--- src/hdl/ufilt_pkg.sv ---
`default_nettype none

package ufilt_pkg;

  // Field widths
  localparam int unsigned BYTE_W   = 8;
  localparam int unsigned MAC_W    = 48;
  localparam int unsigned IP_W     = 32;
  localparam int unsigned CNT_W    = 16;
  localparam int unsigned VERD_W   = 4;
  localparam int unsigned HL_W     = 6;   // header length in bytes, IHL * 4
  localparam int unsigned CFG_IDX_W = 1;
  localparam int unsigned IN_TDATA_W  = 8;
  localparam int unsigned OUT_TDATA_W = 72; // 68 payload bits rounded up to bytes

  // Configuration register indexes
  localparam logic [CFG_IDX_W-1:0] CFG_OWN_MAC = 1'd0;
  localparam logic [CFG_IDX_W-1:0] CFG_OWN_IP  = 1'd1;

  // Protocol constants
  localparam logic [CNT_W-1:0] ETH_HDR_LEN = 16'd14;
  localparam logic [CNT_W-1:0] IP_MIN_LEN  = 16'd20;
  localparam logic [CNT_W-1:0] UDP_HDR_LEN = 16'd8;
  localparam logic [CNT_W-1:0] COUNT_MAX   = 16'hFFFF;
  localparam logic [15:0]      TYPE_IPV4   = 16'h0800;
  localparam logic [7:0]       PROTO_UDP   = 8'd17;
  localparam logic [15:0]      SUM_GOOD    = 16'hFFFF;
  localparam logic [IP_W-1:0]  IP_BCAST    = 32'hFFFF_FFFF;

  // Verdict codes
  localparam logic [VERD_W-1:0] V_ACCEPT    = 4'd0;
  localparam logic [VERD_W-1:0] V_RUNT      = 4'd1;
  localparam logic [VERD_W-1:0] V_MAC_MISS  = 4'd2;
  localparam logic [VERD_W-1:0] V_NOT_IPV4  = 4'd3;
  localparam logic [VERD_W-1:0] V_IP_SHORT  = 4'd4;
  localparam logic [VERD_W-1:0] V_IP_LEN    = 4'd5;
  localparam logic [VERD_W-1:0] V_CHECKSUM  = 4'd6;
  localparam logic [VERD_W-1:0] V_IP_MISS   = 4'd7;
  localparam logic [VERD_W-1:0] V_NOT_UDP   = 4'd8;
  localparam logic [VERD_W-1:0] V_UDP_SHORT = 4'd9;
  localparam logic [VERD_W-1:0] V_UDP_LEN   = 4'd10;

  // Frame state captured at the final byte, handed from parser to judge
  typedef struct packed {
    logic [CNT_W-1:0] frame_len;
    logic             mac_ok;
    logic [15:0]      frame_type;
    logic [3:0]       header_words;
    logic [15:0]      ip_total_length;
    logic [15:0]      header_sum;
    logic [7:0]       protocol_number;
    logic [IP_W-1:0]  ip_destination;
    logic [15:0]      udp_port;
    logic [15:0]      udp_length;
  } ufilt_snap_t;

endpackage

`default_nettype wire

--- src/hdl/ufilt_parse.sv ---
`default_nettype none

module ufilt_parse
  import ufilt_pkg::*;
(
  input  wire logic              clk,
  input  wire logic              rst_n,
  input  wire logic              in_tvalid,
  output logic                   in_tready,
  input  wire logic [BYTE_W-1:0] in_byte,
  input  wire logic              in_last,
  input  wire logic [MAC_W-1:0]  own_mac,
  input  wire logic              snap_free,
  output logic                   snap_load,
  output ufilt_snap_t            snap
);

  // Input register
  logic              in_valid_r, in_valid_nxt;
  logic [BYTE_W-1:0] byte_r;
  logic              last_r;
  logic              proc;

  // Frame state
  logic [CNT_W-1:0] byte_count_r, byte_count_nxt;
  logic             mac_ok_r, mac_ok_nxt;
  logic             dst_group_r, dst_group_nxt;
  logic [15:0]      frame_type_r, frame_type_nxt;
  logic [3:0]       header_words_r, header_words_nxt;
  logic [15:0]      ip_total_length_r, ip_total_length_nxt;
  logic [15:0]      header_sum_r, header_sum_nxt;
  logic [7:0]       protocol_r, protocol_nxt;
  logic [IP_W-1:0]  ip_dest_r, ip_dest_nxt;
  logic [15:0]      udp_port_r, udp_port_nxt;
  logic [15:0]      udp_length_r, udp_length_nxt;
  logic [7:0]       hold_r, hold_nxt;

  // Updated values for the byte in the input register
  logic [CNT_W-1:0] p;
  logic [CNT_W-1:0] count_inc;
  logic [7:0]       own_byte;
  logic             grp_upd;
  logic             mac_upd;
  logic [15:0]      ft_upd;
  logic [3:0]       hw_upd;
  logic [HL_W-1:0]  hl;
  logic [CNT_W-1:0] o;
  logic [CNT_W-1:0] u;
  logic             in_ip;
  logic             in_sum;
  logic             past_hdr;
  logic [16:0]      sum_raw;
  logic [15:0]      sum_upd;
  logic [7:0]       hold_upd;
  logic [15:0]      iptl_upd;
  logic [7:0]       proto_upd;
  logic [IP_W-1:0]  ipd_upd;
  logic [15:0]      port_upd;
  logic [15:0]      ulen_upd;

  // Handshake: non-final bytes always drain, a final byte needs a free snapshot slot
  assign proc      = in_valid_r && (!last_r || snap_free);
  assign in_tready = !in_valid_r || proc;
  assign snap_load = proc && last_r;

  always_comb begin
    in_valid_nxt = in_valid_r;
    if (in_tvalid && in_tready) begin
      in_valid_nxt = 1'b1;
    end else if (proc) begin
      in_valid_nxt = 1'b0;
    end
  end

  // Ethernet header: destination MAC match and ethertype
  assign p         = byte_count_r;
  assign count_inc = (p != COUNT_MAX) ? p + 16'd1 : COUNT_MAX;

  always_comb begin
    case (p[2:0])
      3'd0:    own_byte = own_mac[47:40];
      3'd1:    own_byte = own_mac[39:32];
      3'd2:    own_byte = own_mac[31:24];
      3'd3:    own_byte = own_mac[23:16];
      3'd4:    own_byte = own_mac[15:8];
      3'd5:    own_byte = own_mac[7:0];
      default: own_byte = 8'h00;
    endcase
  end

  assign grp_upd = (p == 16'd0) ? byte_r[0] : dst_group_r;
  assign mac_upd = (p < 16'd6) ? (mac_ok_r && (grp_upd || byte_r == own_byte)) : mac_ok_r;
  assign ft_upd  = (p == 16'd12 || p == 16'd13) ? {frame_type_r[7:0], byte_r}
                                                : frame_type_r;

  // IPv4 header: offset o from start of IP header
  assign in_ip  = (p >= ETH_HDR_LEN);
  assign o      = p - ETH_HDR_LEN;
  assign hw_upd = (in_ip && o == 16'd0) ? byte_r[3:0] : header_words_r;
  assign hl     = {hw_upd, 2'b00};
  assign in_sum = in_ip && (o[15:HL_W] == '0) && (o[HL_W-1:0] < hl);
  assign past_hdr = in_ip && (o >= {{(CNT_W-HL_W){1'b0}}, hl});
  assign u      = o - {{(CNT_W-HL_W){1'b0}}, hl};

  // Running ones'-complement sum, folded on every add
  assign sum_raw = {1'b0, header_sum_r} + {1'b0, hold_r, byte_r};

  always_comb begin
    sum_upd  = header_sum_r;
    hold_upd = hold_r;
    if (in_sum) begin
      if (!o[0]) begin
        hold_upd = byte_r;
      end else begin
        sum_upd = sum_raw[15:0] + {15'd0, sum_raw[16]};
      end
    end
  end

  assign iptl_upd  = (in_ip && (o == 16'd2 || o == 16'd3)) ? {ip_total_length_r[7:0], byte_r}
                                                           : ip_total_length_r;
  assign proto_upd = (in_ip && o == 16'd9) ? byte_r : protocol_r;
  assign ipd_upd   = (in_ip && o >= 16'd16 && o <= 16'd19) ? {ip_dest_r[23:0], byte_r}
                                                           : ip_dest_r;

  // UDP header fields, located after IHL*4 bytes
  assign port_upd = (past_hdr && (u == 16'd2 || u == 16'd3)) ? {udp_port_r[7:0], byte_r}
                                                             : udp_port_r;
  assign ulen_upd = (past_hdr && (u == 16'd4 || u == 16'd5)) ? {udp_length_r[7:0], byte_r}
                                                             : udp_length_r;

  // Next frame state: advance on each byte, clear after the final one
  always_comb begin
    byte_count_nxt      = byte_count_r;
    mac_ok_nxt          = mac_ok_r;
    dst_group_nxt       = dst_group_r;
    frame_type_nxt      = frame_type_r;
    header_words_nxt    = header_words_r;
    ip_total_length_nxt = ip_total_length_r;
    header_sum_nxt      = header_sum_r;
    protocol_nxt        = protocol_r;
    ip_dest_nxt         = ip_dest_r;
    udp_port_nxt        = udp_port_r;
    udp_length_nxt      = udp_length_r;
    hold_nxt            = hold_r;
    if (proc) begin
      if (last_r) begin
        byte_count_nxt      = '0;
        mac_ok_nxt          = 1'b1;
        dst_group_nxt       = 1'b0;
        frame_type_nxt      = '0;
        header_words_nxt    = '0;
        ip_total_length_nxt = '0;
        header_sum_nxt      = '0;
        protocol_nxt        = '0;
        ip_dest_nxt         = '0;
        udp_port_nxt        = '0;
        udp_length_nxt      = '0;
        hold_nxt            = '0;
      end else begin
        byte_count_nxt      = count_inc;
        mac_ok_nxt          = mac_upd;
        dst_group_nxt       = grp_upd;
        frame_type_nxt      = ft_upd;
        header_words_nxt    = hw_upd;
        ip_total_length_nxt = iptl_upd;
        header_sum_nxt      = sum_upd;
        protocol_nxt        = proto_upd;
        ip_dest_nxt         = ipd_upd;
        udp_port_nxt        = port_upd;
        udp_length_nxt      = ulen_upd;
        hold_nxt            = hold_upd;
      end
    end
  end

  // Snapshot of the updated state for the judge
  always_comb begin
    snap.frame_len       = count_inc;
    snap.mac_ok          = mac_upd;
    snap.frame_type      = ft_upd;
    snap.header_words    = hw_upd;
    snap.ip_total_length = iptl_upd;
    snap.header_sum      = sum_upd;
    snap.protocol_number = proto_upd;
    snap.ip_destination  = ipd_upd;
    snap.udp_port        = port_upd;
    snap.udp_length      = ulen_upd;
  end

  // Input byte register
  always_ff @(posedge clk) begin
    if (in_tvalid && in_tready) begin
      byte_r <= in_byte;
      last_r <= in_last;
    end
  end

  always_ff @(posedge clk) begin
    if (!rst_n) begin
      in_valid_r        <= 1'b0;
      byte_count_r      <= '0;
      mac_ok_r          <= 1'b1;
      dst_group_r       <= 1'b0;
      frame_type_r      <= '0;
      header_words_r    <= '0;
      ip_total_length_r <= '0;
      header_sum_r      <= '0;
      protocol_r        <= '0;
      ip_dest_r         <= '0;
      udp_port_r        <= '0;
      udp_length_r      <= '0;
      hold_r            <= '0;
    end else begin
      in_valid_r        <= in_valid_nxt;
      byte_count_r      <= byte_count_nxt;
      mac_ok_r          <= mac_ok_nxt;
      dst_group_r       <= dst_group_nxt;
      frame_type_r      <= frame_type_nxt;
      header_words_r    <= header_words_nxt;
      ip_total_length_r <= ip_total_length_nxt;
      header_sum_r      <= header_sum_nxt;
      protocol_r        <= protocol_nxt;
      ip_dest_r         <= ip_dest_nxt;
      udp_port_r        <= udp_port_nxt;
      udp_length_r      <= udp_length_nxt;
      hold_r            <= hold_nxt;
    end
  end

endmodule

`default_nettype wire

--- src/hdl/ufilt_judge.sv ---
`default_nettype none

module ufilt_judge
  import ufilt_pkg::*;
(
  input  wire logic                   clk,
  input  wire logic                   rst_n,
  input  wire logic                   snap_load,
  input  wire ufilt_snap_t            snap,
  input  wire logic [IP_W-1:0]        own_ip,
  output logic                        snap_free,
  output logic                        out_tvalid,
  input  wire logic                   out_tready,
  output logic [OUT_TDATA_W-1:0]      out_tdata
);

  logic                   snap_valid_r, snap_valid_nxt;
  ufilt_snap_t            snap_r;
  logic                   out_valid_r, out_valid_nxt;
  logic [OUT_TDATA_W-1:0] out_data_r;
  logic                   out_free;

  logic [CNT_W-1:0]  ip_len;
  logic [HL_W-1:0]   hl;
  logic [CNT_W-1:0]  rem;
  logic [VERD_W-1:0] verdict;
  logic [15:0]       payload;

  assign out_free  = !out_valid_r || out_tready;
  assign snap_free = !snap_valid_r || out_free;

  always_comb begin
    snap_valid_nxt = snap_valid_r;
    if (snap_load) begin
      snap_valid_nxt = 1'b1;
    end else if (out_free) begin
      snap_valid_nxt = 1'b0;
    end
  end

  assign out_valid_nxt = out_free ? snap_valid_r : out_valid_r;

  // Checks in priority order, first failure wins
  assign ip_len = snap_r.frame_len - ETH_HDR_LEN;
  assign hl     = {snap_r.header_words, 2'b00};
  assign rem    = ip_len - {{(CNT_W-HL_W){1'b0}}, hl};

  always_comb begin
    payload = 16'd0;
    if (snap_r.frame_len < ETH_HDR_LEN) begin
      verdict = V_RUNT;
    end else if (!snap_r.mac_ok) begin
      verdict = V_MAC_MISS;
    end else if (snap_r.frame_type != TYPE_IPV4) begin
      verdict = V_NOT_IPV4;
    end else if (ip_len < IP_MIN_LEN || ip_len < {{(CNT_W-HL_W){1'b0}}, hl}) begin
      verdict = V_IP_SHORT;
    end else if (ip_len != snap_r.ip_total_length) begin
      verdict = V_IP_LEN;
    end else if (snap_r.header_sum != SUM_GOOD) begin
      verdict = V_CHECKSUM;
    end else if (snap_r.ip_destination != IP_BCAST && snap_r.ip_destination != own_ip) begin
      verdict = V_IP_MISS;
    end else if (snap_r.protocol_number != PROTO_UDP) begin
      verdict = V_NOT_UDP;
    end else if (rem < UDP_HDR_LEN) begin
      verdict = V_UDP_SHORT;
    end else if (snap_r.udp_length != rem) begin
      verdict = V_UDP_LEN;
    end else begin
      verdict = V_ACCEPT;
      payload = rem - UDP_HDR_LEN;
    end
  end

  // Snapshot and result data registers
  always_ff @(posedge clk) begin
    if (snap_load) begin
      snap_r <= snap;
    end
    if (out_free) begin
      out_data_r <= {4'd0, payload, snap_r.udp_port, snap_r.ip_destination, verdict};
    end
  end

  always_ff @(posedge clk) begin
    if (!rst_n) begin
      snap_valid_r <= 1'b0;
      out_valid_r  <= 1'b0;
    end else begin
      snap_valid_r <= snap_valid_nxt;
      out_valid_r  <= out_valid_nxt;
    end
  end

  assign out_tvalid = out_valid_r;
  assign out_tdata  = out_data_r;

endmodule

`default_nettype wire

--- src/hdl/udp_receive_frame_filter_unit.sv ---
// Verdict path: a final byte's verdict reaches out_tvalid through the input
//   register, the snapshot register and then the result register.
// Throughput: one byte per cycle; the input stalls only while a final byte
//   sits in the input register with both verdict slots full.
// Reset: synchronous, active low; clears frame state and both config registers.
`default_nettype none

module udp_receive_frame_filter_unit
  import ufilt_pkg::*;
(
  input  wire logic                   clk,
  input  wire logic                   rst_n,
  // Input frame bytes
  input  wire logic                   in_tvalid,
  output logic                        in_tready,
  input  wire logic [IN_TDATA_W-1:0]  in_tdata,   // [7:0] data_byte
  input  wire logic                   in_tlast,   // last_byte
  // Verdicts
  output logic                        out_tvalid,
  input  wire logic                   out_tready,
  // [3:0] verdict, [35:4] dest_ip, [51:36] dest_port, [67:52] payload bytes,
  // [71:68] zero
  output logic [OUT_TDATA_W-1:0]      out_tdata,
  // Configuration writes
  input  wire logic                   cfg_wr_en,
  input  wire logic [CFG_IDX_W-1:0]   cfg_index,
  input  wire logic [MAC_W-1:0]       cfg_wdata
);

  logic [MAC_W-1:0] own_mac_r;
  logic [IP_W-1:0]  own_ip_r;
  logic             snap_free;
  logic             snap_load;
  ufilt_snap_t      snap;

  // Station address registers
  always_ff @(posedge clk) begin
    if (!rst_n) begin
      own_mac_r <= '0;
      own_ip_r  <= '0;
    end else if (cfg_wr_en) begin
      unique case (cfg_index)
        CFG_OWN_MAC: own_mac_r <= cfg_wdata;
        CFG_OWN_IP:  own_ip_r  <= cfg_wdata[IP_W-1:0];
        default:     ;
      endcase
    end
  end

  ufilt_parse u_parse (
    .clk       (clk),
    .rst_n     (rst_n),
    .in_tvalid (in_tvalid),
    .in_tready (in_tready),
    .in_byte   (in_tdata[BYTE_W-1:0]),
    .in_last   (in_tlast),
    .own_mac   (own_mac_r),
    .snap_free (snap_free),
    .snap_load (snap_load),
    .snap      (snap)
  );

  ufilt_judge u_judge (
    .clk        (clk),
    .rst_n      (rst_n),
    .snap_load  (snap_load),
    .snap       (snap),
    .own_ip     (own_ip_r),
    .snap_free  (snap_free),
    .out_tvalid (out_tvalid),
    .out_tready (out_tready),
    .out_tdata  (out_tdata)
  );

endmodule

`default_nettype wire

--- config.mk ---
export PLATFORM = sky130hd
export DESIGN_NAME = udp_receive_frame_filter_unit
export DESIGN_NICKNAME = d
export VERILOG_FILES = /design/src/hdl/ufilt_pkg.sv /design/src/hdl/ufilt_parse.sv /design/src/hdl/ufilt_judge.sv /design/src/hdl/udp_receive_frame_filter_unit.sv
export SDC_FILE = /design/constraint.sdc
export NUM_CORES = 1
export LEC_CHECK = 0
export ABC_AREA = 1
export BUFFER_PORTS_ARGS = -buffer_cell sky130_fd_sc_hd__buf_4
export CAP_MARGIN = 5
export CORE_MARGIN = 10
export CORE_UTILIZATION = 55
export CTS_CLUSTER_SIZE = 8
export DETAILED_ROUTE_END_ITERATION = 7
export GPL_ROUTABILITY_DRIVEN = 0
export HOLD_SLACK_MARGIN = 0.1
export PLACE_DENSITY = 0.76
export SYNTH_ARGS = -nofsm -noshare
export SYNTH_HDL_FRONTEND = slang
export SYNTH_SLANG_ARGS = --single-unit
--- constraint.sdc ---
create_clock -name clk -period 6.1 [get_ports clk]
set_input_delay 1.22 -clock clk [delete_from_list [all_inputs] [get_ports clk]]
set_output_delay 1.22 -clock clk [all_outputs]
set_load 0.02 [all_outputs]
==> results.cfg <==
[clock_network]
clk_pin_slew_ns = 0.05
clockRootBuffer = clkbuf_16
cts.htree.levels = 3
cts_setup_buffers = 0
cts_buffer_depth = 3
cts.sinks = 451
hold_buffers = 0
cts_tree = yes
cts_resized = 0
clk_latency_ns = 0.59
cts_inserted_buffers = 66

[global_route]
use_met1 = 0.287
antenna_found_initial = 0
grt_start_max_net_pins = 127
grt_pass1_vias = 17200
gr-usage-all-layers = 0.232
gr-usage-met2 = 0.389
grt_overflow = 0
grt-busiest-layer = met2
grt_pass1_wl_mm = 89.8
use_met3 = 0.0456

[floorplanning]
rows = 72
die_area_mm2 = 0.0475
core-area_mm2 = 0.0387
start_util = 0.556
boundaryPins = 137
die_height_um = 218
dieWidth_um = 218

[sta]
finalSetupTns_ns = 0
relSlewSlack = 0.293
hold_viol = 0
worstMarginPinSlew_ns = 1.06
fin_skew_ns = 0.0294
maxSlewViolCount = 0
clock.fmax_mhz = 196
finalCritPeriodShare = 0.838
rsz0062_at_grt = no
setup_viol = 0
fin_crit_ns = 5.11
hold_slack_ns = 0.419

[worst_hold_path]
worstHoldEndpoint = u_judge.out_tdata[44]
worstHoldPathCells = 0
min_from = u_judge.snap_r[24]
hold_class = register to register

[critical_path]
rr_endpoint = u_parse.udp_length_r[0]
cp_slowest_stage_delay_ns = 0.67
crit_type = register to register
r2r-start = u_parse.byte_count_r[2]
r2r_slack_ns = 0.99
cp.buffers_inverters = 4
cp_top_family = simple AND/OR/NAND/NOR gates
cp_slowest_cell = nor2_4
start_kind = register
required_ns = 6.60
crit_top_cell = nand2_1
reg2reg_depth = 29
end_kind = register
arrival_ns = 5.61
cp_max_fo = 34

[detailed_routing]
drc = 0
finalWirelength_mm = 56.6
wire_per_inst_um = 17.5
detail-route-antenna-nets = 0
dr_total_vias = 18000
drt_iter0_markers = 1937
firstDrtPassIters = 6
via_per_inst = 5.59

[synthesis]
syn-instance-count = 2549
ys_seq_area_frac = 0.520
synth.avg_cell_area_um2 = 8.45
synth-warning-count = 0
synth.distinct_cells = 57
yosys.area_share.simple = 0.255
synth_mux_area_frac = 0.00917
syn_area_mm2 = 0.0216
synth_top_area_share = 0.304
synth_compound_area_frac = 0.0991
synth_fa_ha_area_frac = 0.0216
ys_top_cells_by_area = edfxtp_1 (30%), dfxtp_1 (22%), nand2_1 (11%), a21oi_1 (5.1%), nor2_1 (4.6%)
synth_xor_area_frac = 0.0362
synth_top_family_by_area = simple AND/OR/NAND/NOR gates
yosysTopAreaCell = edfxtp_1
ys_seq_elements = 451

[pwr]
power-per-cell-area_mw_per_mm2 = 281
leakage_nw = 10.5
power.total_mw = 6.99
ir_drop_uv = 196

[finish]
fin_cells = 3225
area_growth_pct = 15.4
drive_gt1_frac = 0.120
nFillCells = 3212
diodes = 0
nNetsFinal = 2760

[run]
maxCapViolations = 0

[placed_design]
dp_cells = 3111
dp_hpwl_mm = 38.1
port_buffers = 132

[status]
outcome = completed
## state kept, by name, indices dropped and copies added (netlist names), 32 cells and up
register	flops
u_judge.snap_r	137
own_ip_r	32
own_mac_r	48
u_parse.ip_dest_r	32
u_judge.out_tdata	68
## synth_stat cells, drive strengths merged
library cell / count
nand2: 650
clkbuf: 82
nand3b: 2
a21boi: 1
o31ai: 1
o211ai: 3
inv: 222
buf: 22
dfxtp: 233
a221oi: 8
nand4: 42
o22ai: 2
a211oi: 1
a21o: 3
or3: 3
nand3: 154
nor4: 22
o2111ai: 7
and2: 34
xor2: 57
edfxtp: 218
a32o: 1
conb: 1
fa: 2
a21oi: 219
nor2: 276
xnor2: 32
mux2: 14
o21ai: 145
a22oi: 3
nor3b: 3
o21bai: 3
nor3: 20
o221ai: 1
a31oi: 3
mux2i: 4
ha: 34
or2: 18
a41oi: 1
and3: 1
o21a: 1
## how the worst max path moves through the flow
| stage | startpoint | end | slack (ns) | cells past startpoint |
|---|---|---|---|---|
| global route | u_parse.byte_count_r[2] | u_parse.udp_length_r[15] | 0.61 | 29 |
| detailed placement | u_parse.byte_count_r[2] | u_parse.udp_length_r[15] | 1.19 | 29 |
| floorplan | out_tready | u_judge.hl[2] | 0.66 | 8 |
| CTS | u_parse.byte_count_r[2] | u_parse.udp_length_r[0] | 1.16 | 29 |
| finish | u_parse.byte_count_r[2] | u_parse.udp_length_r[0] | 0.99 | 29 |
| global placement | u_parse.byte_count_r[2] | u_parse.udp_port_r[0] | 1.44 | 25 |
## through the flow
stage	worst slack, ns	instance area, um^2	util
floorplan	0.656	21600	-
global placement	1.44	22900	0.591
detailed placement	1.19	22900	0.591
CTS	1.16	24900	0.642
global route	0.613	24900	0.642
finish	0.990	24900	0.642
## routing by layer
layer	share of wire	vias to the layer above	wire [um]
li1	-	8694	-
met1	0.40	8483	22700
met2	0.49	703	27600
met3	0.073	149	4110
met4	0.038	0	2150
met5	0	-	0
## where the power goes
| part | internal [mW] | switching, mW |
|---|---|---|
| Sequential | 3.22 | 0.0380 |
| Clock | 2.07 | 1.33 |
| Combinational | 0.104 | 0.224 |
## cell families after synthesis
kind of cell    after synthesis
compound gates              403
xor+xnor                     89
fa+ha+maj                    36
buf+inv                     326
flops                       451
mux                          18
other cells                   1
simple gates               1225
## worst register-to-register path, delay by kind of cell (launching register included)
kind | cells | cell delay (ns)
adder cells (fa/ha/maj) | 3 | 0.70
buffers and inverters | 4 | 0.27
AO/OA/AOI/OAI | 3 | 0.55
flip-flops | 1 | 0.50
AND/OR/NAND/NOR | 19 | 3.05
## cell usage in the layout (no fill, tap or decap), drive strengths merged, types with 3 or more instances in the layout
master / instances
clkbuf: 108
buf: 145
dfxtp: 233
nor2: 276
nor3b: 3
a22oi: 3
nand2: 650
or3: 3
o21ai: 145
and2: 34
nand3: 154
o211ai: 3
clkinv: 4
mux2: 14
nor4: 22
xnor2: 32
xor2: 57
a21o: 3
a21oi: 219
nand4: 42
ha: 34
inv: 223
nor3: 20
o21bai: 3
mux2i: 4
a221oi: 8
a31oi: 3
o2111ai: 7
or2: 18
edfxtp: 218
conb: 4
## layout make-up
type	instances	area [um^2]	share of cell area
Sequential cell	451	11200	0.451
Multi-Input combinational cell	1775	9100	0.366
Clock buffer	108	1840	0.0740
Timing Repair Buffer	145	1100	0.0443
Inverter	222	840	0.0338
Tap cell	518	648	0.0261
Clock inverter	6	121	0.00488
No activity file was read; power rests on OpenSTA's default activity.
